## config.mk

```make
export PLATFORM = sky130hd
export DESIGN_NAME = line_box_slab_intersection_core
export DESIGN_NICKNAME = d
export VERILOG_FILES = /design/src/rtl/lbsi_pkg.sv /design/src/rtl/lbsi_div.sv /design/src/rtl/lbsi_datapath.sv /design/src/rtl/lbsi_ctrl.sv /design/src/rtl/line_box_slab_intersection_core.sv
export SDC_FILE = /design/constraint.sdc
export NUM_CORES = 1
export LEC_CHECK = 0
export ABC_AREA = 1
export BUFFER_PORTS_ARGS = -buffer_cell sky130_fd_sc_hd__buf_2
export CORE_MARGIN = 5
export CORE_UTILIZATION = 55
export CTS_CLUSTER_SIZE = 10
export DETAILED_ROUTE_END_ITERATION = 10
export MAX_ROUTING_LAYER = met4
export PLACE_DENSITY = 0.72
export SYNTH_ARGS = -nofsm -noshare
export SYNTH_HDL_FRONTEND = slang
export SYNTH_SLANG_ARGS = --single-unit
```

## constraint.sdc

```tcl
create_clock -name clk -period 7.6 [get_ports clk]
set_input_delay 2.28 -clock clk [delete_from_list [all_inputs] [get_ports clk]]
set_output_delay 2.28 -clock clk [all_outputs]
set_load 0.05 [all_outputs]
```

## src/rtl/lbsi_pkg.sv

```systemverilog
// lbsi_pkg: shared types, widths and codes for the line/box slab intersection core
// used by every module of the block; depends on nothing

package lbsi_pkg;

    // fixed-point format
    localparam int FRAC_BITS = 16;
    localparam int COORD_W   = 32;
    localparam int TOL_W     = 31;
    // exact bound - point difference, scaled by 2^FRAC_BITS
    localparam int DIFF_W    = COORD_W + 1;
    localparam int NUM_W     = DIFF_W + FRAC_BITS;
    // comparisons with the tolerance added
    localparam int CMP_W     = COORD_W + 2;

    // result status codes
    localparam logic [1:0] STAT_OK        = 2'd0;
    localparam logic [1:0] STAT_MISS      = 2'd1;
    localparam logic [1:0] STAT_UNBOUNDED = 2'd2;

    // one input item: one dimension of the query
    typedef struct packed {
        logic signed [COORD_W-1:0] point_coord;
        logic signed [COORD_W-1:0] dir_coord;
        logic signed [COORD_W-1:0] box_lower;
        logic signed [COORD_W-1:0] box_upper;
        logic                      last;
    } in_item_t;

    // one result item
    typedef struct packed {
        logic signed [COORD_W-1:0] t_enter;
        logic signed [COORD_W-1:0] t_exit;
        logic [1:0]                status;
    } out_item_t;

    // controller to datapath
    typedef struct packed {
        logic load;
        logic start_div;
        logic sel_hi;
        logic store_a;
        logic store_b;
        logic fold;
        logic par_update;
        logic emit;
    } dp_cmd_t;

    // datapath to controller
    typedef struct packed {
        logic parallel;
        logic div_done;
        logic last;
        logic out_free;
    } dp_stat_t;

endpackage

```

## src/rtl/lbsi_div.sv

```systemverilog
// lbsi_div: shared radix-2 signed divider, one quotient bit per cycle, saturating result
// depends on lbsi_pkg

module lbsi_div
    import lbsi_pkg::*;
(
    input  logic                      clk,
    input  logic                      rst_n,
    input  logic                      start,
    input  logic signed [NUM_W-1:0]   num,
    input  logic signed [COORD_W-1:0] den,
    output logic                      done,
    output logic signed [COORD_W-1:0] quo
);

    localparam int QW    = COORD_W;
    localparam int REM_W = QW + 1;
    localparam int HI_W  = NUM_W - QW;
    localparam int CNT_W = $clog2(QW);
    localparam logic [CNT_W-1:0] CNT_LAST = CNT_W'(QW - 1);
    localparam logic [REM_W-1:0] POS_LIMIT = REM_W'((64'd1 << (QW - 1)) - 64'd1);
    localparam logic [REM_W-1:0] NEG_LIMIT = REM_W'(64'd1 << (QW - 1));
    localparam logic signed [QW-1:0] Q_MAX = {1'b0, {(QW-1){1'b1}}};
    localparam logic signed [QW-1:0] Q_MIN = {1'b1, {(QW-1){1'b0}}};

    typedef enum logic [3:0] {
        D_IDLE = 4'b0001,
        D_PREP = 4'b0010,
        D_RUN  = 4'b0100,
        D_FIN  = 4'b1000
    } div_state_t;

    div_state_t             state_reg, state_next;
    logic [CNT_W-1:0]       cnt_reg, cnt_next;
    logic                   done_reg, done_next;
    logic [NUM_W-1:0]       nmag_reg, nmag_next;
    logic [QW-1:0]          dmag_reg, dmag_next;
    logic                   neg_reg, neg_next;
    logic                   sat_reg, sat_next;
    logic [REM_W-1:0]       rem_reg, rem_next;
    logic [QW-1:0]          qsh_reg, qsh_next;
    logic signed [QW-1:0]   quo_reg, quo_next;

    logic [REM_W-1:0]       rem_sh;
    logic                   ge;
    logic [REM_W-1:0]       qmag;

    // one restoring step
    assign rem_sh = {rem_reg[QW-1:0], qsh_reg[QW-1]};
    assign ge     = rem_sh >= {1'b0, dmag_reg};
    assign qmag   = {1'b0, qsh_reg};

    // sequencing and datapath of the divider
    always_comb
    begin
        state_next = state_reg;
        cnt_next   = cnt_reg;
        done_next  = 1'b0;
        nmag_next  = nmag_reg;
        dmag_next  = dmag_reg;
        neg_next   = neg_reg;
        sat_next   = sat_reg;
        rem_next   = rem_reg;
        qsh_next   = qsh_reg;
        quo_next   = quo_reg;
        case (state_reg)
            D_IDLE:
            begin
                if (start)
                begin
                    nmag_next  = num[NUM_W-1] ? NUM_W'(-num) : NUM_W'(num);
                    dmag_next  = den[QW-1] ? QW'(-den) : QW'(den);
                    neg_next   = num[NUM_W-1] ^ den[QW-1];
                    state_next = D_PREP;
                end
            end
            D_PREP:
            begin
                // quotient of 2^QW or more always saturates
                sat_next   = REM_W'(nmag_reg[NUM_W-1:QW]) >= {1'b0, dmag_reg};
                rem_next   = REM_W'(nmag_reg[NUM_W-1:QW]);
                qsh_next   = nmag_reg[QW-1:0];
                cnt_next   = '0;
                state_next = D_RUN;
            end
            D_RUN:
            begin
                rem_next = ge ? (rem_sh - {1'b0, dmag_reg}) : rem_sh;
                qsh_next = {qsh_reg[QW-2:0], ge};
                cnt_next = cnt_reg + CNT_W'(1);
                if (cnt_reg == CNT_LAST)
                begin
                    state_next = D_FIN;
                end
            end
            D_FIN:
            begin
                // sign and clamp
                if (sat_reg)
                begin
                    quo_next = neg_reg ? Q_MIN : Q_MAX;
                end
                else if (neg_reg)
                begin
                    quo_next = (qmag > NEG_LIMIT) ? Q_MIN : QW'(-qmag);
                end
                else
                begin
                    quo_next = (qmag > POS_LIMIT) ? Q_MAX : qsh_reg;
                end
                done_next  = 1'b1;
                state_next = D_IDLE;
            end
            default:
            begin
                state_next = D_IDLE;
            end
        endcase
    end

    // control registers
    always_ff @(posedge clk or negedge rst_n)
    begin
        if (!rst_n)
        begin
            state_reg <= D_IDLE;
            cnt_reg   <= '0;
            done_reg  <= 1'b0;
        end
        else
        begin
            state_reg <= state_next;
            cnt_reg   <= cnt_next;
            done_reg  <= done_next;
        end
    end

    // operand and result registers
    always_ff @(posedge clk)
    begin
        nmag_reg <= nmag_next;
        dmag_reg <= dmag_next;
        neg_reg  <= neg_next;
        sat_reg  <= sat_next;
        rem_reg  <= rem_next;
        qsh_reg  <= qsh_next;
        quo_reg  <= quo_next;
    end

    assign done = done_reg;
    assign quo  = quo_reg;

endmodule

```

## src/rtl/lbsi_datapath.sv

```systemverilog
// lbsi_datapath: item and tolerance registers, running entry/exit state, output register
// depends on lbsi_pkg and lbsi_div

module lbsi_datapath
    import lbsi_pkg::*;
(
    input  logic             clk,
    input  logic             rst_n,
    input  logic             cfg_we,
    input  logic [TOL_W-1:0] cfg_wdata,
    input  in_item_t         in_data,
    input  dp_cmd_t          cmd,
    output dp_stat_t         stat,
    output logic             out_valid,
    input  logic             out_ready,
    output out_item_t        out_data
);

    in_item_t                   item_reg;
    logic [TOL_W-1:0]           tol_reg;
    logic signed [COORD_W-1:0]  a_reg;
    logic signed [COORD_W-1:0]  b_reg;
    logic signed [COORD_W-1:0]  run_enter_reg, run_enter_next;
    logic signed [COORD_W-1:0]  run_exit_reg, run_exit_next;
    logic                       enter_fin_reg, enter_fin_next;
    logic                       exit_fin_reg, exit_fin_next;
    logic                       miss_reg, miss_next;
    logic                       out_valid_reg, out_valid_next;
    out_item_t                  out_reg, out_next;

    logic signed [CMP_W-1:0]    tol_s;
    logic signed [CMP_W-1:0]    p_s, lo_s, hi_s, dir_s, dir_abs;
    logic                       par_miss;
    logic signed [DIFF_W-1:0]   diff;
    logic signed [NUM_W-1:0]    div_num;
    logic                       div_done;
    logic signed [COORD_W-1:0]  div_quo;
    logic signed [COORD_W-1:0]  slab_min, slab_max;
    logic                       overlap_miss;

    // widened operands for the tolerance compares
    assign tol_s   = $signed({{(CMP_W-TOL_W){1'b0}}, tol_reg});
    assign p_s     = CMP_W'(item_reg.point_coord);
    assign lo_s    = CMP_W'(item_reg.box_lower);
    assign hi_s    = CMP_W'(item_reg.box_upper);
    assign dir_s   = CMP_W'(item_reg.dir_coord);
    assign dir_abs = dir_s[CMP_W-1] ? -dir_s : dir_s;

    // parallel test and slab containment
    assign par_miss = (p_s < lo_s - tol_s) || (p_s > hi_s + tol_s);

    // numerator for the selected bound
    assign diff    = (cmd.sel_hi ? DIFF_W'(item_reg.box_upper) : DIFF_W'(item_reg.box_lower))
                     - DIFF_W'(item_reg.point_coord);
    assign div_num = {diff, {FRAC_BITS{1'b0}}};

    lbsi_div u_div (
        .clk   (clk),
        .rst_n (rst_n),
        .start (cmd.start_div),
        .num   (div_num),
        .den   (item_reg.dir_coord),
        .done  (div_done),
        .quo   (div_quo)
    );

    // order the two slab parameters
    assign slab_min = (a_reg > b_reg) ? b_reg : a_reg;
    assign slab_max = (a_reg > b_reg) ? a_reg : b_reg;

    // final overlap check
    assign overlap_miss = CMP_W'(run_enter_reg) > (CMP_W'(run_exit_reg) + tol_s);

    // running state update and result formation
    always_comb
    begin
        run_enter_next = run_enter_reg;
        run_exit_next  = run_exit_reg;
        enter_fin_next = enter_fin_reg;
        exit_fin_next  = exit_fin_reg;
        miss_next      = miss_reg;
        out_valid_next = out_valid_reg && !out_ready;
        out_next       = out_reg;
        if (cmd.par_update && par_miss)
        begin
            miss_next = 1'b1;
        end
        if (cmd.fold)
        begin
            if (!enter_fin_reg || slab_min > run_enter_reg)
            begin
                run_enter_next = slab_min;
                enter_fin_next = 1'b1;
            end
            if (!exit_fin_reg || slab_max < run_exit_reg)
            begin
                run_exit_next = slab_max;
                exit_fin_next = 1'b1;
            end
        end
        if (cmd.emit)
        begin
            out_valid_next   = 1'b1;
            out_next.t_enter = '0;
            out_next.t_exit  = '0;
            if (miss_reg)
            begin
                out_next.status = STAT_MISS;
            end
            else if (!enter_fin_reg || !exit_fin_reg)
            begin
                out_next.status = STAT_UNBOUNDED;
            end
            else if (overlap_miss)
            begin
                out_next.status = STAT_MISS;
            end
            else
            begin
                out_next.status  = STAT_OK;
                out_next.t_enter = run_enter_reg;
                out_next.t_exit  = run_exit_reg;
            end
            // clear for the next query
            run_enter_next = '0;
            run_exit_next  = '0;
            enter_fin_next = 1'b0;
            exit_fin_next  = 1'b0;
            miss_next      = 1'b0;
        end
    end

    // control and query state
    always_ff @(posedge clk or negedge rst_n)
    begin
        if (!rst_n)
        begin
            tol_reg       <= TOL_W'(1);
            run_enter_reg <= '0;
            run_exit_reg  <= '0;
            enter_fin_reg <= 1'b0;
            exit_fin_reg  <= 1'b0;
            miss_reg      <= 1'b0;
            out_valid_reg <= 1'b0;
        end
        else
        begin
            if (cfg_we)
            begin
                tol_reg <= cfg_wdata;
            end
            run_enter_reg <= run_enter_next;
            run_exit_reg  <= run_exit_next;
            enter_fin_reg <= enter_fin_next;
            exit_fin_reg  <= exit_fin_next;
            miss_reg      <= miss_next;
            out_valid_reg <= out_valid_next;
        end
    end

    // payload registers
    always_ff @(posedge clk)
    begin
        if (cmd.load)
        begin
            item_reg <= in_data;
        end
        if (cmd.store_a)
        begin
            a_reg <= div_quo;
        end
        if (cmd.store_b)
        begin
            b_reg <= div_quo;
        end
        out_reg <= out_next;
    end

    // status to the controller
    assign stat.parallel = (dir_abs <= tol_s);
    assign stat.div_done = div_done;
    assign stat.last     = item_reg.last;
    assign stat.out_free = !out_valid_reg || out_ready;

    assign out_valid = out_valid_reg;
    assign out_data  = out_reg;

endmodule

```

## src/rtl/lbsi_ctrl.sv

```systemverilog
// lbsi_ctrl: sequencer for one dimension: parallel test or two divisions, fold, emit
// depends on lbsi_pkg

module lbsi_ctrl
    import lbsi_pkg::*;
(
    input  logic     clk,
    input  logic     rst_n,
    input  logic     in_valid,
    output logic     in_ready,
    input  dp_stat_t stat,
    output dp_cmd_t  cmd
);

    typedef enum logic [5:0] {
        S_IDLE   = 6'b000001,
        S_CHECK  = 6'b000010,
        S_DIV_LO = 6'b000100,
        S_DIV_HI = 6'b001000,
        S_FOLD   = 6'b010000,
        S_DONE   = 6'b100000
    } ctrl_state_t;

    ctrl_state_t state_reg, state_next;

    // next state and commands
    always_comb
    begin
        state_next = state_reg;
        cmd        = '0;
        in_ready   = 1'b0;
        case (state_reg)
            S_IDLE:
            begin
                in_ready = 1'b1;
                if (in_valid)
                begin
                    cmd.load   = 1'b1;
                    state_next = S_CHECK;
                end
            end
            S_CHECK:
            begin
                if (stat.parallel)
                begin
                    cmd.par_update = 1'b1;
                    state_next     = S_DONE;
                end
                else
                begin
                    cmd.start_div = 1'b1;
                    state_next    = S_DIV_LO;
                end
            end
            S_DIV_LO:
            begin
                if (stat.div_done)
                begin
                    cmd.store_a   = 1'b1;
                    cmd.start_div = 1'b1;
                    cmd.sel_hi    = 1'b1;
                    state_next    = S_DIV_HI;
                end
            end
            S_DIV_HI:
            begin
                if (stat.div_done)
                begin
                    cmd.store_b = 1'b1;
                    state_next  = S_FOLD;
                end
            end
            S_FOLD:
            begin
                cmd.fold   = 1'b1;
                state_next = S_DONE;
            end
            S_DONE:
            begin
                if (!stat.last)
                begin
                    state_next = S_IDLE;
                end
                else if (stat.out_free)
                begin
                    cmd.emit   = 1'b1;
                    state_next = S_IDLE;
                end
            end
            default:
            begin
                state_next = S_IDLE;
            end
        endcase
    end

    // state register
    always_ff @(posedge clk or negedge rst_n)
    begin
        if (!rst_n)
        begin
            state_reg <= S_IDLE;
        end
        else
        begin
            state_reg <= state_next;
        end
    end

endmodule

```

## src/rtl/line_box_slab_intersection_core.sv

```systemverilog
// Slab test of a line against an axis-aligned box, one dimension per item, Q16.16 values.
// An item whose direction is within the tolerance of zero needs only the parallel test;
// any other item runs two 32-step divisions, one after the other, on the single shared
// radix-2 divider. One item is worked on at a time. The result of a query (item with last
// set) sits in an output register, so the next query may start while it waits to be taken;
// a closing item waits in addition while the previous result still occupies that register.
// depends on lbsi_pkg, lbsi_ctrl, lbsi_datapath

module line_box_slab_intersection_core
    import lbsi_pkg::*;
(
    input  logic             clk,
    input  logic             rst_n,
    input  logic             cfg_we,
    input  logic [TOL_W-1:0] cfg_wdata,
    input  logic             in_valid,
    output logic             in_ready,
    input  in_item_t         in_data,
    output logic             out_valid,
    input  logic             out_ready,
    output out_item_t        out_data
);

    dp_cmd_t  cmd;
    dp_stat_t stat;

    // sequencer
    lbsi_ctrl u_ctrl (
        .clk      (clk),
        .rst_n    (rst_n),
        .in_valid (in_valid),
        .in_ready (in_ready),
        .stat     (stat),
        .cmd      (cmd)
    );

    // arithmetic and state
    lbsi_datapath u_dp (
        .clk       (clk),
        .rst_n     (rst_n),
        .cfg_we    (cfg_we),
        .cfg_wdata (cfg_wdata),
        .in_data   (in_data),
        .cmd       (cmd),
        .stat      (stat),
        .out_valid (out_valid),
        .out_ready (out_ready),
        .out_data  (out_data)
    );

endmodule

```

; After elaboration in Yosys (flattened, before gate mapping)
; Cells that the tools add are included.
[op_classes]
n_bitwise = 1
add_sub_neg = 10
reduce_logical = 22
eq_ne = 17
order_cmp = 11
n_mux = 58
[op_table]
columns = cell, n
row1 = $mux W32, 14
row2 = $pmux W32 S2, 2
row3 = $add A32 B32 Y33, 2
row4 = $gt A32 B33 Y1, 2
row5 = $gt A32 B32 Y1, 2
row6 = $neg A32 Y32, 2
row7 = $neg A49 Y49, 1
row8 = $mux W48, 1
row9 = $mux W6, 6
row10 = $pmux W6 S6, 1
row11 = $le A34 B32 Y1, 1
row12 = $mux W34, 1
row13 = $neg A32 Y34, 1
row14 = $ge A33 B32 Y1, 1
row15 = $lt A32 B33 Y1, 1
row16 = $mux W33, 1
row17 = $sub A32 B32 Y33, 1
row18 = $sub A33 B32 Y33, 1
row19 = $ge A17 B32 Y1, 1
row20 = $gt A32 B31 Y1 const B, 1
row21 = $gt A32 B32 Y1 const B, 1
row22 = $lt A32 B32 Y1, 1
row23 = $sub A32 B32 Y32, 1
row24 = $mux W31, 1
row25 = other kinds (30), 72
[totals]
in_bits = 165
word_cells = 149
regBits = 553

; Depth between registers and ports, before layout
[depth]
ltp_word = 8
ltp_mapped = 36
depth_no_buf = 34

; Modules after synthesis
; Synthesis repeated with hierarchy kept, for this count alone.
[hier_totals]
hier_cells = 4593
hier_area_um2 = 38927.3
[modules_own_cells]
columns = mod, seq_area_each_um2, n_inst, cells_each, area_per_inst_um2
row1 = lbsi_datapath, 10256.1, 1, 2793, 25094.1
row2 = lbsi_div, 5626.6, 1, 1736, 13407.9
row3 = lbsi_ctrl, 151.4, 1, 64, 425.4

; Least setup slack after synthesis
; Ideal clock, no wire load.
[synth_path]
path_type = register to register
from = register u_ctrl.state_reg[0]
to = register u_dp.item_reg, in the netlist u_dp.dir_s[0], enable pin
path_stages_with_launch = 5
setup_slack_ns = -0.929
required_time_ns = 6.981
t_arrival_ns = 7.909
cell_sequence = dfstp_2 inv_1 nor4_1 inv_1 nor2_1
[synth_lines]
columns = item, line
row1 = "start, declared", lbsi_ctrl.sv:24  ; ctrl_state_t state_reg, state_next;
row2 = "start signal, assigned", lbsi_ctrl.sv:106  ; state_reg <= state_next;
row3 = "end signal, assigned", lbsi_datapath.sv:166  ; item_reg <= in_data;
row4 = "end, declared", lbsi_datapath.sv:19  ; in_item_t item_reg;

; Worst setup path in the final report
[layout_path]
from = register u_dp.item_reg, in the netlist u_dp.dir_s[0]
to = register u_dp.u_div.dmag_reg[19], enable pin
[layout_via]
elab_chain_cells = 6
[layout_rtl]
columns = item, line
row1 = $neg A32 Y34, lbsi_datapath.sv:47  ; assign dir_abs = dir_s[CMP_W-1] ? -dir_s : dir_s;
row2 = $mux W34, lbsi_datapath.sv:47
row3 = via u_dp.dir_abs[30], lbsi_datapath.sv:32  ; logic signed [CMP_W-1:0] p_s, lo_s, hi_s, dir_s, dir_abs;
row4 = $le A34 B32 Y1, lbsi_datapath.sv:180  ; assign stat.parallel = (dir_abs <= tol_s);
row5 = $mux W1, lbsi_ctrl.sv:44  ; if (stat.parallel)
row6 = $pmux W1 S2, lbsi_ctrl.sv:32  ; case (state_reg)
row7 = $reduce_and A2 Y1 (no line), --
row8 = "end signal, assigned", lbsi_div.sv:142  ; dmag_reg <= dmag_next;
row9 = "end, declared", lbsi_div.sv:37  ; logic [QW-1:0] dmag_reg, dmag_next;
; The timed path passes the listed nets, and every way through them passes these cells.
; A chain may end at the register's enable or synchronous reset.

==> summary.md <==
## Cells and area
- nand2_1 — most frequent standard cell in the layout excluding fill and tap cells
- 5461 — FILL cells
- 4819 — number of nets in the final layout
- 11.4% — layout overhead on the synthesized area
- 0.0178 sq mm — multi-input combinational cell area
- 61.8% — Finished Core Util
- 9.57% — fraction of final layout cells with drive strength greater than 1
- 66 — max FFs per register
- nand2_1 (759), inv_1 (521), edfxtp_1 (422) — commonest cells after routing, fill and taps aside
- 0.0156 sq mm — Storage cell area
- 0.0398 sq mm — design area
- 5151 — post-route non-filler standard cell count

## CTS
- clkbuf_16 — root buffer selected by CTS
- built — CTS tree
- 3 — H-tree depth reported by CTS
- 0.61 ns — clock latency on the worst-skew pair
- 0 — number of gates given a new drive strength after cts
- 66 — total CTS buffers
- 0 — setup fix buffers added after clock tree synthesis
- 3 — maximum root-to-sink buffer count
- 537 — sinks on the clock net
- 0 — hold buffer count at CTS
- 0.06 ns — clock-pin slew reported for the worst setup and hold paths after clock tree synthesis

## Drt
- 29.1k — Vias
- 0 — Residual DRC
- 101000 um — total routed wirelength
- 19.5 um — post-detailed-route wirelength per cell
- 5.64 — via density per instance
- 0 — Antenna Nets Post-Route
- 2364 — Iteration-0 DRC Markers
- 6 — iteration count of the initial detailed-routing pass

## Pwr
- 236 uV — IR drop worst, VDD
- 21.8% — portion of total power attributed to the clock network
- 45.9% — combinational fraction of design power
- 32.3% — share of power burned in registers
- 18.0 nW — leakage power figure
- 42.3% — Sw Ratio
- 0.00567 W — net switching power
- 337 mW/mm^2 — power density cells
- 0.00773 W — internal power

## Global route
- 79 — pin count of the biggest net entering global routing
- 0 — total congestion overflow after global routing
- 28.3k — via count of the first global-routing pass
- 5 — number of antenna violations at the first check in global routing
- 29.0% — total routing resource utilization after global routing
- 156000 um — global-route wire length before repair

## Hold path
- reg2reg — Worst Hold Class

## Synth
- 422 — EDFF count, synth
- 35.5% — Yosys top cell area share
- 0.0357 sq mm — area of the mapped netlist
- 537 — synthesized flop and latch total
- 8.90 sq um — syn_area_per_cell
- edfxtp_1 (36%), ha_1 (14%), nand2_1 (8.0%) — leading cell types by total area after synthesis
- 4011 — Mapped Cells
- 4585 — Syn Nets
- edfxtp_1 — cell taking the most area after synthesis
- edfxtp_1 — Primary FF master, synth
- 0 — Yosys warning count
- 69 — post-synthesis cell type count
- 21.4% — Synth async-reset ratio
- 43.6% — Seq/Total Area, Yosys

## Worst setup path
- buf_4 — CP max-delay cell
- 5 — buffer and inverter count on the worst path
- reg2reg — critical path type
- 6.43 ns — signal arrival time at the worst endpoint
- simple AND/OR/NAND/NOR gates — Top delay family on crit path
- register — Startpoint Class
- 0.63 ns — delay contributed by the slowest stage of the critical path
- 49 — maximum net fanout on the critical path
- 7.82 ns — CP Data Required Time
- register — category of the worst setup path capture point
- nand2_1 — cell with the most instances on the worst path

## Place
- 1.02 — global placer's final weighted congestion
- 79400 um — post-detail-place hpwl
- 0.0378 sq mm — cell area reported after detailed placement
- 5032 — number of placed cells counting well taps
- 232 — PortBufs

## Timing
- 0.161 GHz — Fmax achieved
- 6.21 ns — Period minus WS final
- 0 — Max Transition Viols Final
- 0 ns — setup TNS
- 1.15 ns — slew at the pin closest to its max-slew limit
- 0.0299 ns — Post-Route Skew
- 23.4% — worst slew margin relative to its limit
- 0 — setup violation total in the final timing report
- 0 — count of endpoints failing hold in the final timing report
- 81.7% — crit share post-route
- 0.448 ns — tightest hold margin
- no — RSZ-0062 raised after global routing

## Floorplan
- 265 um — height of the die
- 233 — top-level I/O count
- 55.5% — starting density of the core
- 93 — number of rows in the core area
- 0.0701 sq mm — Die Area
- 265 um — floorplan die width
- 0.0643 sq mm — area of the core

## Status
- complete, no violations — run status

## Flow run
- 0 — Max Cap Viol

[area by class of cell]
cell class,count,share of cell area [%]
Tap cell,855,2.69
Clock inverter,9,0.227
Multi-Input combinational cell,2852,44.8
Antenna cell,2,0.0126
Sequential cell,537,39.1
Timing Repair Buffer,257,3.40
Clock buffer,108,4.76
Inverter,531,5.01
[synth_stat cells, drive strengths merged (7+ instances only)]
| library cell | number |
|---|---|
| nand2 | 767 |
| inv | 526 |
| edfxtp | 422 |
| ha | 404 |
| a21oi | 343 |
| nor2 | 303 |
| o21ai | 269 |
| nand3 | 150 |
| xor2 | 139 |
| dfrtp | 112 |
| xnor2 | 94 |
| nor3 | 79 |
| clkbuf | 75 |
| nand4 | 60 |
| a211oi | 48 |
| o22ai | 27 |
| nor4 | 24 |
| o211ai | 23 |
| a21o | 16 |
| a31oi | 16 |
| buf | 16 |
| a21boi | 15 |
| o21a | 11 |
| o21bai | 9 |
| o221ai | 7 |
| or2 | 7 |
[stage by stage]
stage	power (W)	worst slack, ns
2_1_floorplan	0.00866	0.954
3_3_place_gp	0.0103	1.48
3_5_place_dp	0.0104	1.46
4_1_cts	0.0134	1.42
5_1_grt	0.0144	0.812
6_report	0.0134	1.39
[metal layers]
metal / part of all wire, % / vias up / routed length, um / global-route usage (%)
met1: 40 / 13500 / 40100 / 35.3
li1: - / 14300 / - / -
met2: 48 / 1014 / 48500 / 48.4
met4: 5.2 / 0 / 5260 / 12.8
met5: 0 / - / 0 / -
met3: 6.6 / 247 / 6660 / 4.35
[power groups by stage]
stage	sequential (W)	combinational (W)	clock, W
after floorplan	0.00417	0.00449	0
after CTS	0.00431	0.00609	0.00298
after detailed placement	0.00436	0.00605	0
after global routing	0.00435	0.00692	0.00311
final	0.00432	0.00615	0.00293
after global placement	0.00437	0.00595	0
[worst register-to-register path, delay by kind of cell, from the launching register on]
| family | cells | cell delay, ns |
|---|---|---|
| xor+xnor | 1 | 0.21 |
| simple gates | 14 | 3.12 |
| fa+ha+maj | 2 | 0.50 |
| compound gates | 3 | 0.50 |
| flops | 1 | 0.41 |
| buf+inv | 5 | 1.07 |
[final timing paths]
check                                          endpoint  depth (start not counted)               start  slack [ns]
worst max register to register  u_dp.u_div.dmag_reg[19]                         25       u_dp.dir_s[0]        1.39
min in group asynchronous         u_dp.run_enter_reg[4]                          1               rst_n        1.63
worst min register to register           u_dp.a_reg[27]                          0  u_dp.u_div.quo[27]        0.45
worst max-delay path            u_dp.u_div.dmag_reg[19]                         25       u_dp.dir_s[0]        1.39
worst min-delay path                     u_dp.a_reg[27]                          0  u_dp.u_div.quo[27]        0.45
max in group asynchronous              u_dp.tol_reg[29]                          2               rst_n        4.85
[kinds of logic after synthesis]
kind of cell,Yosys count,synth area share [%]
AND/OR/NAND/NOR,1403,16.6
flip-flops,537,43.6
buffers and inverters,622,6.67
multiplexers,1,0.0316
adder cells (fa/ha/maj),409,14.4
XOR/XNOR,233,5.78
AO/OA/AOI/OAI,806,12.8
Note: power is estimated with default switching activity, not from simulation.
